==> src/rtl/keyed_record_table_defines.svh <==
// assertion macros for the keyed record table
`ifndef KEYED_RECORD_TABLE_DEFINES_SVH
`define KEYED_RECORD_TABLE_DEFINES_SVH

// same-cycle implication, clocked on i_clk, off during reset
`define KRT_ASSERT_NOW(label, ante, cons, msg) \
    label: assert property (@(posedge i_clk) disable iff (!i_rst_n) \
        (ante) |-> (cons)) else $error(msg);

// next-cycle implication, clocked on i_clk, off during reset
`define KRT_ASSERT_NEXT(label, ante, cons, msg) \
    label: assert property (@(posedge i_clk) disable iff (!i_rst_n) \
        (ante) |=> (cons)) else $error(msg);

`endif

==> src/rtl/krt_pkg.sv <==
// shared types and constants of the keyed record table
package krt_pkg;

    localparam int KEY_W           = 16;
    localparam int AMT_W           = 24;
    localparam int OP_W            = 2;
    localparam int STAT_W          = 3;
    localparam int FILL_W          = 7;
    localparam int TABLE_DEPTH_DEF = 64;

    // opcodes
    localparam logic [OP_W-1:0] OPC_CREATE = 2'd0;
    localparam logic [OP_W-1:0] OPC_UPDATE = 2'd1;
    localparam logic [OP_W-1:0] OPC_DELETE = 2'd2;
    localparam logic [OP_W-1:0] OPC_DUMP   = 2'd3;

    // result status codes
    localparam logic [STAT_W-1:0] STAT_OK      = 3'd0;
    localparam logic [STAT_W-1:0] STAT_FULL    = 3'd1;
    localparam logic [STAT_W-1:0] STAT_DUP     = 3'd2;
    localparam logic [STAT_W-1:0] STAT_MISSING = 3'd3;
    localparam logic [STAT_W-1:0] STAT_EMPTY   = 3'd4;

    // one stored record, as it lies in the memory word
    typedef struct packed {
        logic [KEY_W-1:0] key;
        logic [AMT_W-1:0] ticket;
        logic [AMT_W-1:0] food;
    } t_entry;

    localparam int ENTRY_W = $bits(t_entry);

    // one result item
    typedef struct packed {
        logic [STAT_W-1:0] status;
        logic [KEY_W-1:0]  key;
        logic [AMT_W-1:0]  ticket;
        logic [AMT_W-1:0]  food;
        logic [FILL_W-1:0] fill;
        logic              last;
    } t_result;

endpackage

==> src/rtl/keyed_record_table.sv <==
// top level of the keyed record table: sequencer, record memory, output register
//
// Bounded table of up to TABLE_DEPTH records (16-bit key, two 24-bit amounts) in
// insertion order, held in one memory with a registered read. One request is worked
// at a time. Create, update and delete walk the stored keys at one entry per clock
// (pipelined against the memory read port). A delete that finds its key stops
// searching there and moves every later entry down a slot at one entry per clock.
// A dump alternates a read state and an output state for each stored entry, and
// holds while its result is not taken. Create on an empty table, and any request
// that fails at once on the fill count, go straight to the reply with no search.
// Results leave through a one-entry output register: the sequencer hands its reply
// over and goes back to idle while that result waits, and stalls only while the
// register is still occupied.
`include "keyed_record_table_defines.svh"

module keyed_record_table import krt_pkg::*; #(
    parameter int TABLE_DEPTH = TABLE_DEPTH_DEF
) (
    input  logic              i_clk,
    input  logic              i_rst_n,
    // request channel
    input  logic              i_in_valid,
    output logic              o_in_ready,
    input  logic [OP_W-1:0]   i_opcode,
    input  logic [KEY_W-1:0]  i_record_key,
    input  logic [AMT_W-1:0]  i_ticket_value,
    input  logic [AMT_W-1:0]  i_food_value,
    // result channel
    output logic              o_out_valid,
    input  logic              i_out_ready,
    output logic [STAT_W-1:0] o_status,
    output logic [KEY_W-1:0]  o_out_key,
    output logic [AMT_W-1:0]  o_out_ticket,
    output logic [AMT_W-1:0]  o_out_food,
    output logic [FILL_W-1:0] o_fill_count,
    output logic              o_last
);

    localparam int AW = (TABLE_DEPTH > 1) ? $clog2(TABLE_DEPTH) : 1;

    logic          res_valid;
    logic          res_ready;
    t_result       res;
    logic          ram_we;
    logic [AW-1:0] ram_waddr;
    t_entry        ram_wdata;
    logic [AW-1:0] ram_raddr;
    t_entry        ram_rdata;

    logic          r_out_valid;
    t_result       r_out;

    krt_ctrl #(
        .TABLE_DEPTH (TABLE_DEPTH)
    ) u_ctrl (
        .i_clk          (i_clk),
        .i_rst_n        (i_rst_n),
        .i_req_valid    (i_in_valid),
        .o_req_ready    (o_in_ready),
        .i_opcode       (i_opcode),
        .i_record_key   (i_record_key),
        .i_ticket_value (i_ticket_value),
        .i_food_value   (i_food_value),
        .o_res_valid    (res_valid),
        .i_res_ready    (res_ready),
        .o_res          (res),
        .o_ram_we       (ram_we),
        .o_ram_waddr    (ram_waddr),
        .o_ram_wdata    (ram_wdata),
        .o_ram_raddr    (ram_raddr),
        .i_ram_rdata    (ram_rdata)
    );

    krt_ram #(
        .WIDTH (ENTRY_W),
        .DEPTH (TABLE_DEPTH)
    ) u_ram (
        .i_clk   (i_clk),
        .i_we    (ram_we),
        .i_waddr (ram_waddr),
        .i_wdata (ram_wdata),
        .i_raddr (ram_raddr),
        .o_rdata (ram_rdata)
    );

    // output register: loads when empty or being drained this cycle
    assign res_ready = !r_out_valid || i_out_ready;

    always_ff @(posedge i_clk) begin
        if (!i_rst_n) begin
            r_out_valid <= 1'b0;
        end else if (res_ready) begin
            r_out_valid <= res_valid;
        end
    end

    always_ff @(posedge i_clk) begin
        if (res_ready && res_valid) begin
            r_out <= res;
        end
    end

    assign o_out_valid  = r_out_valid;
    assign o_status     = r_out.status;
    assign o_out_key    = r_out.key;
    assign o_out_ticket = r_out.ticket;
    assign o_out_food   = r_out.food;
    assign o_fill_count = r_out.fill;
    assign o_last       = r_out.last;

    // one request in flight: taking a request closes the request channel
    `KRT_ASSERT_NEXT(a_one_request, i_in_valid && o_in_ready, !o_in_ready, "request taken while busy")

    // only dump entries come without the last mark, and they are always ok
    `KRT_ASSERT_NOW(a_mid_dump_ok, o_out_valid && !o_last, o_status == STAT_OK, "non-final result not ok")

    // empty-table reply is a single result with a zero count
    `KRT_ASSERT_NOW(a_empty_reply, o_out_valid && (o_status == STAT_EMPTY), o_last && (o_fill_count == '0), "bad empty reply")

    // full reply only when the count sits at the table depth
    `KRT_ASSERT_NOW(a_full_reply, o_out_valid && (o_status == STAT_FULL), o_fill_count == FILL_W'(TABLE_DEPTH), "full with room left")

endmodule

==> src/rtl/krt_ram.sv <==
// generic single-write, single-read memory with registered read data
module krt_ram #(
    parameter int  WIDTH = 64,
    parameter int  DEPTH = 64,
    localparam int AW    = (DEPTH > 1) ? $clog2(DEPTH) : 1
) (
    input  logic             i_clk,
    input  logic             i_we,
    input  logic [AW-1:0]    i_waddr,
    input  logic [WIDTH-1:0] i_wdata,
    input  logic [AW-1:0]    i_raddr,
    output logic [WIDTH-1:0] o_rdata
);

    logic [WIDTH-1:0] r_mem [DEPTH];
    logic [WIDTH-1:0] r_rdata;

    // write port and registered read port
    always_ff @(posedge i_clk) begin
        if (i_we) begin
            r_mem[i_waddr] <= i_wdata;
        end
        r_rdata <= r_mem[i_raddr];
    end

    assign o_rdata = r_rdata;

endmodule

==> src/rtl/krt_ctrl.sv <==
// sequencer: search, update, delete shift and dump over the record memory
module krt_ctrl import krt_pkg::*; #(
    parameter int  TABLE_DEPTH = TABLE_DEPTH_DEF,
    localparam int AW          = (TABLE_DEPTH > 1) ? $clog2(TABLE_DEPTH) : 1
) (
    input  logic              i_clk,
    input  logic              i_rst_n,
    // request side
    input  logic              i_req_valid,
    output logic              o_req_ready,
    input  logic [OP_W-1:0]   i_opcode,
    input  logic [KEY_W-1:0]  i_record_key,
    input  logic [AMT_W-1:0]  i_ticket_value,
    input  logic [AMT_W-1:0]  i_food_value,
    // result side
    output logic              o_res_valid,
    input  logic              i_res_ready,
    output t_result           o_res,
    // memory ports
    output logic              o_ram_we,
    output logic [AW-1:0]     o_ram_waddr,
    output t_entry            o_ram_wdata,
    output logic [AW-1:0]     o_ram_raddr,
    input  t_entry            i_ram_rdata
);

    localparam int CNT_W = $clog2(TABLE_DEPTH + 1);

    localparam logic [2:0] ST_IDLE     = 3'd0;
    localparam logic [2:0] ST_SEARCH   = 3'd1;
    localparam logic [2:0] ST_SHIFT    = 3'd2;
    localparam logic [2:0] ST_DUMP_RD  = 3'd3;
    localparam logic [2:0] ST_DUMP_OUT = 3'd4;
    localparam logic [2:0] ST_REPLY    = 3'd5;

    logic [2:0]        r_state,   n_state;
    logic [CNT_W-1:0]  r_count,   n_count;
    logic [CNT_W-1:0]  r_addr,    n_addr;
    logic              r_chk,     n_chk;
    logic [CNT_W-1:0]  r_chk_idx, n_chk_idx;
    logic [OP_W-1:0]   r_op,      n_op;
    logic [KEY_W-1:0]  r_key,     n_key;
    logic [AMT_W-1:0]  r_ticket,  n_ticket;
    logic [AMT_W-1:0]  r_food,    n_food;
    logic [STAT_W-1:0] r_status,  n_status;

    logic [CNT_W-1:0]  cnt_last;
    logic [CNT_W-1:0]  shift_dst;
    logic              hit;
    logic              at_end;
    logic              dump_last;

    assign cnt_last  = r_count - CNT_W'(1);
    assign shift_dst = r_chk_idx - CNT_W'(1);
    assign hit       = r_chk && (i_ram_rdata.key == r_key);
    assign at_end    = r_chk && (r_chk_idx == cnt_last);
    assign dump_last = (r_addr == cnt_last);

    assign o_req_ready = (r_state == ST_IDLE);
    assign o_ram_raddr = r_addr[AW-1:0];

    // next-state and memory access logic
    always_comb begin
        n_state     = r_state;
        n_count     = r_count;
        n_addr      = r_addr;
        n_chk       = r_chk;
        n_chk_idx   = r_chk_idx;
        n_op        = r_op;
        n_key       = r_key;
        n_ticket    = r_ticket;
        n_food      = r_food;
        n_status    = r_status;
        o_ram_we    = 1'b0;
        o_ram_waddr = r_chk_idx[AW-1:0];
        o_ram_wdata = '{key: r_key, ticket: r_ticket, food: r_food};
        o_res_valid = 1'b0;
        o_res       = '{status: r_status, key: r_key, ticket: '0, food: '0,
                        fill: FILL_W'(r_count), last: 1'b1};

        unique case (r_state)
            ST_IDLE: begin
                if (i_req_valid) begin
                    n_op      = i_opcode;
                    n_key     = i_record_key;
                    n_ticket  = i_ticket_value;
                    n_food    = i_food_value;
                    n_addr    = '0;
                    n_chk     = 1'b0;
                    n_chk_idx = '0;
                    unique case (i_opcode) inside
                        OPC_CREATE: begin
                            if (r_count == CNT_W'(TABLE_DEPTH)) begin
                                n_status = STAT_FULL;
                                n_state  = ST_REPLY;
                            end else if (r_count == '0) begin
                                // empty table: append at once, nothing to search
                                o_ram_we    = 1'b1;
                                o_ram_waddr = '0;
                                o_ram_wdata = '{key: i_record_key, ticket: i_ticket_value,
                                                food: i_food_value};
                                n_count     = CNT_W'(1);
                                n_status    = STAT_OK;
                                n_state     = ST_REPLY;
                            end else begin
                                n_state = ST_SEARCH;
                            end
                        end
                        OPC_UPDATE, OPC_DELETE: begin
                            if (r_count == '0) begin
                                n_status = STAT_MISSING;
                                n_state  = ST_REPLY;
                            end else begin
                                n_state = ST_SEARCH;
                            end
                        end
                        OPC_DUMP: begin
                            if (r_count == '0) begin
                                n_key    = '0;
                                n_status = STAT_EMPTY;
                                n_state  = ST_REPLY;
                            end else begin
                                n_state = ST_DUMP_RD;
                            end
                        end
                        default: n_state = ST_IDLE;
                    endcase
                end
            end

            // one read issued per cycle, compared once its registered read data returns
            ST_SEARCH: begin
                n_addr    = r_addr + CNT_W'(1);
                n_chk     = 1'b1;
                n_chk_idx = r_addr;
                if (hit) begin
                    unique case (r_op) inside
                        OPC_CREATE: begin
                            n_status = STAT_DUP;
                            n_state  = ST_REPLY;
                        end
                        OPC_UPDATE: begin
                            o_ram_we = 1'b1;
                            n_status = STAT_OK;
                            n_state  = ST_REPLY;
                        end
                        OPC_DELETE: begin
                            n_status = STAT_OK;
                            if (r_chk_idx == cnt_last) begin
                                // last entry removed, nothing to move
                                n_count = cnt_last;
                                n_state = ST_REPLY;
                            end else begin
                                n_addr  = r_chk_idx + CNT_W'(1);
                                n_chk   = 1'b0;
                                n_state = ST_SHIFT;
                            end
                        end
                        default: n_state = ST_IDLE;
                    endcase
                end else if (at_end) begin
                    unique case (r_op) inside
                        OPC_CREATE: begin
                            o_ram_we    = 1'b1;
                            o_ram_waddr = r_count[AW-1:0];
                            n_count     = r_count + CNT_W'(1);
                            n_status    = STAT_OK;
                            n_state     = ST_REPLY;
                        end
                        OPC_UPDATE, OPC_DELETE: begin
                            n_status = STAT_MISSING;
                            n_state  = ST_REPLY;
                        end
                        default: n_state = ST_IDLE;
                    endcase
                end
            end

            // read slot i+1 while writing the previous read back one slot lower
            ST_SHIFT: begin
                n_addr    = r_addr + CNT_W'(1);
                n_chk     = 1'b1;
                n_chk_idx = r_addr;
                if (r_chk) begin
                    o_ram_we    = 1'b1;
                    o_ram_waddr = shift_dst[AW-1:0];
                    o_ram_wdata = i_ram_rdata;
                    if (at_end) begin
                        n_count = cnt_last;
                        n_state = ST_REPLY;
                    end
                end
            end

            ST_DUMP_RD: begin
                n_state = ST_DUMP_OUT;
            end

            // read address held, so the read data stays put while stalled
            ST_DUMP_OUT: begin
                o_res_valid = 1'b1;
                o_res       = '{status: STAT_OK, key: i_ram_rdata.key,
                                ticket: i_ram_rdata.ticket, food: i_ram_rdata.food,
                                fill: FILL_W'(r_count), last: dump_last};
                if (i_res_ready) begin
                    if (dump_last) begin
                        n_state = ST_IDLE;
                    end else begin
                        n_addr  = r_addr + CNT_W'(1);
                        n_state = ST_DUMP_RD;
                    end
                end
            end

            ST_REPLY: begin
                o_res_valid = 1'b1;
                if (i_res_ready) begin
                    n_state = ST_IDLE;
                end
            end

            default: n_state = ST_IDLE;
        endcase
    end

    // control state
    always_ff @(posedge i_clk) begin
        if (!i_rst_n) begin
            r_state <= ST_IDLE;
            r_count <= '0;
            r_addr  <= '0;
            r_chk   <= 1'b0;
        end else begin
            r_state <= n_state;
            r_count <= n_count;
            r_addr  <= n_addr;
            r_chk   <= n_chk;
        end
    end

    // request payload and scratch registers
    always_ff @(posedge i_clk) begin
        r_chk_idx <= n_chk_idx;
        r_op      <= n_op;
        r_key     <= n_key;
        r_ticket  <= n_ticket;
        r_food    <= n_food;
        r_status  <= n_status;
    end

endmodule

==> config.mk <==
export PLATFORM = sky130hd
export DESIGN_NAME = keyed_record_table
export DESIGN_NICKNAME = d
export VERILOG_FILES = /design/src/rtl/krt_pkg.sv /design/src/rtl/keyed_record_table.sv /design/src/rtl/krt_ram.sv /design/src/rtl/krt_ctrl.sv
export VERILOG_INCLUDE_DIRS = /design/src /design/src/rtl
export SDC_FILE = /design/constraint.sdc
export NUM_CORES = 2
export LEC_CHECK = 0
export BUFFER_PORTS_ARGS = -buffer_cell sky130_fd_sc_hd__buf_2
export CORE_MARGIN = 5
export CORE_UTILIZATION = 57
export CTS_CLUSTER_DIAMETER = 50
export DETAILED_ROUTE_END_ITERATION = 10
export PLACE_DENSITY_LB_ADDON = 0.08
export SYNTH_ARGS = -nofsm -noshare
export SYNTH_HDL_FRONTEND = slang
export SYNTH_HIERARCHICAL = 1
export SYNTH_SLANG_ARGS = --single-unit
export TNS_END_PERCENT = 5
==> constraint.sdc <==
create_clock -name i_clk -period 7.8 [get_ports i_clk]
set_input_delay 1.56 -clock i_clk [delete_from_list [all_inputs] [get_ports i_clk]]
set_output_delay 1.56 -clock i_clk [all_outputs]
set_load 0.01 [all_outputs]
==> key figures <==
Finish
  – Layout area overhead: 13.1%
  – Commonest non-fill, non-tap cell in the layout: edfxtp_1
  – Finished Cell Area: 188000 um2
  – Post-Layout Cell Count: 12318
  – FILL cells: 19314
  – Nets: 8100
  – Share of post-route cells with drive strength above 1: 26.9%
  – Commonest non-fill, non-tap cells in the layout: edfxtp_1 (4247), mux4_2 (1024), clkbuf_16 (456), buf_4 (232), nand2_1 (215)

Placed design
  – Post-DP HPWL: 268 mm
  – Placed insts: 11459
  – GP Congestion: 0.855
  – # port buffers: 146
  – Placed cell areas: 172000 um2

Drt
  – Initial drt markers: 11928
  – Vias per inst: 6.78
  – WL final: 460 mm
  – DRC errors left: 0
  – Antenna viol nets, final: 0
  – Wirelength per Cell: 37.3 um
  – Drt pass-1 iters: 9
  – Total number of vias: 83480

Run
  – Max Cap Viol: 0

Critical path
  – Worst EP arrival: 6810 ps
  – WS Path Type: reg2reg
  – Worst Path Required: 8360 ps
  – Reg2reg end: u_ram/r_mem[25][22]
  – Worst-path maximum fanout: 36
  – Critical path cell sequence: inv_1 > ha_1 > nor3b_4 > xnor2_1 > nor3_2 > and3_4 > nand4_4 > a211o_1 > a21o_1 > a221o_1 > nor2_1 > nand3_1 > nor2_4 > buf_4
  – Critical path's top delay family: simple AND/OR/NAND/NOR gates
  – CP Launch Type: flip-flop
  – Crit end category: flip-flop
  – FF-to-FF path depth: 14
  – CP max-delay cell: nor2_4
  – R2R Setup Slk: 1540 ps
  – Worst r2r src: u_ctrl/r_count[0]
  – Max incr delay on CP: 1110 ps
  – WP buf/inv: 2

Die
  – IO Pins: 147
  – Die X-Extent: 549 um
  – Core region area: 290000 um2
  – FP Rows: 198
  – Die Y-Extent: 549 um
  – Initial core utilization: 57.1%
  – Die footprint: 302000 um2

CTS
  – CTS H-tree lvls: 5
  – Clk buf depth: 4
  – CTS tree: built
  – Clk slew on worst S/H paths: 60 ps
  – CTS Buf Count: 455
  – Clock Latency Late Sink: 980 ps
  – Cts hold-fix bufs: 0
  – Clock Sinks: 4330
  – Setup bufs post-CTS: 0
  – Gates resized, CTS repair: 0
  – CTS root buffer: clkbuf_16

Synth
  – Sequential cell area fraction in the yosys report: 77.9%
  – Unique masters post-synth: 76
  – Synthesized instance count: 7583
  – Top FF cell, synth: edfxtp_1
  – EDFF count, synth: 4247
  – Mapped Nets: 7667
  – Yosys Warn Count: 6
  – Synth Area per Inst: 21.9 um2
  – Asr flop ratio synth: 0%
  – Post-Synthesis Cell Area: 166000 um2
  – FF+latch count, synth: 4330

Hold path
  – Path category of the worst min-delay check: reg2reg
  – Hold Crit Endpoint: o_out_ticket[9]
  – Hold_sp: u_ram/o_rdata[33]
  – Hold path cells: 1

Timing
  – Minimum clock period: 6260 ps
  – Slew Viols, Final: 0
  – Final Hold Vio Count: 0
  – Actual slew at the worst max-slew pin: 1260 ps
  – Crit share post-route: 80.2%
  – F_max: 160 MHz
  – RSZ-0062 raised after global routing: no
  – Final setup vio count: 0
  – Relative max-transition margin: 16.3%
  – Clk_skew: 72.1 ps

Global routing
  – Initial antenna violation count: 22
  – Met3 global-route usage: 6.03%
  – M2 GR Usage: 47.3%
  – First-pass GRT wire length: 647 mm
  – Gr busiest metal: met2
  – Largest net degree at the start of global routing: 128
  – M1 GR Usage: 44.5%
  – GRT overflow: 0
  – Vias in the first global route: 82915
  – Total Routing Usage GR: 30.5%

Power
  – Maximum VDD drop: 364 uV
  – Pwr/cell area: 371 nW/um2
  – LEAKAGE: 57.7 nW

Run status
  – Status: finished, final reports clean
[final cells by class]
class / instances / area (um2) / share of cell area (%)
inverters: 88 / 330 / 0.176
repair buffers: 427 / 3450 / 1.84
clock buffers: 569 / 12000 / 6.40
flip-flops and latches: 4330 / 129000 / 68.9
diodes: 9 / 22.5 / 0.0120
well taps: 3900 / 4880 / 2.60
clock inverters: 281 / 3040 / 1.62
multi-input cells: 2714 / 34600 / 18.4
[worst max-delay path by stage]
stage	startpoint	endpoint	slack, ps	cells after the start
global route	u_ctrl/r_count[0]	u_ram/r_mem[25][49]	1240	14
global placement	i_opcode[0]	u_ram/r_mem[25][18]	1260	11
CTS	u_ctrl/r_count[0]	u_ram/r_mem[25][49]	1480	14
detailed placement	i_opcode[0]	u_ram/r_mem[25][18]	1260	11
finish	u_ctrl/r_count[0]	u_ram/r_mem[25][22]	1540	14
floorplan	i_opcode[0]	u_ram/r_mem[55][0]	-180	11
[per-layer routing]
metal | share of wire (%) | vias up
li1 | - | 32921
met4 | 3.8 | 4
met1 | 39 | 44963
met5 | 0.0059 | -
met2 | 47 | 4789
met3 | 10 | 803
[kinds of logic after synthesis]
logic type,share of synthesized area [%]
compound gates,2.45
xor+xnor,0.265
fa+ha+maj,0.106
buf+inv,1.58
flops,77.9
mux,14.9
simple gates,2.73
[synth_stat cells (3+ instances only)]
library cell  count  area, um2
o22ai_1          79        494
inv_1            88        330
nor4_1            4       25.0
and3_1           24        150
mux2i_1         153       1530
nand3b_1          5       37.5
xor2_1           17        149
nand2b_1         11       68.8
nand3_1         193        966
a221o_1           4       40.0
a31oi_1          56        350
clkbuf_1        187        702
o21ai_1          48        240
a222oi_1         64        641
o21a_1           53        398
a21o_1            5       37.5
buf_1            22       82.6
mux4_2         1024      23100
nor2_1          156        586
ha_1             14        175
a22oi_1         129        968
xnor2_1          28        245
edfxtp_1       4247     128000
o211ai_1          3       22.5
a211oi_1         19        143
nor3_1           20        100
nand2_1         219        822
mux2_2           16        180
or3_1            58        363
o221ai_1         34        298
buf_4            45        338
o21ai_0          25        125
buf_2           167        836
nand4_1          85        532
buf_6            30        338
dfxtp_1          83       1660
or2_2            10       62.6
nor2b_1          26        163
a21oi_1          18       90.1
and2_1           68        425
[worst register-to-register path, delay by kind of cell (launching register included)]
family	cells	cell delay [ps]
fa+ha+maj	1	320
xor+xnor	1	150
buf+inv	2	940
simple gates	7	2930
compound gates	3	1040
flops	1	430
[report_power, final]
group | total [mW] | internal, mW | switching (mW)
registers | 32.5 | 31.8 | 0.645
clock network | 21.5 | 12.4 | 9.13
logic | 15.5 | 3.83 | 11.7
total | 69.5 | 48.1 | 21.4
[per-stage QoR]
stage | total power [mW] | hold slack, ps | utilization [%] | setup TNS (ps) | worst slack, ps
floorplan | 41.0 | 403 | - | -11560 | -181
global placement | 48.0 | 516 | 59.4 | 0 | 1260
detailed placement | 48.4 | 520 | 59.4 | 0 | 1260
CTS | 69.8 | 536 | 64.6 | 0 | 1480
global route | 71.7 | 564 | 64.6 | 0 | 1240
finish | 69.5 | 539 | 64.6 | 0 | 1540
[flip-flops by register name, summed over array words and instances (netlist names), 2 cells and up]
signal	flops
u_ram/r_mem	4096
u_ram/o_rdata	64
o_out_food	24
o_out_ticket	24
u_ctrl/r_food	24
u_ctrl/r_ticket	24
o_out_key	16
u_ctrl/r_key	16
o_fill_count	7
u_ctrl/r_addr	7
u_ctrl/r_chk_idx	7
u_ctrl/r_count	7
o_status	3
u_ctrl/r_state	3
u_ctrl/r_status	3
u_ctrl/r_op	2
(Power assumes the default switching activity.)
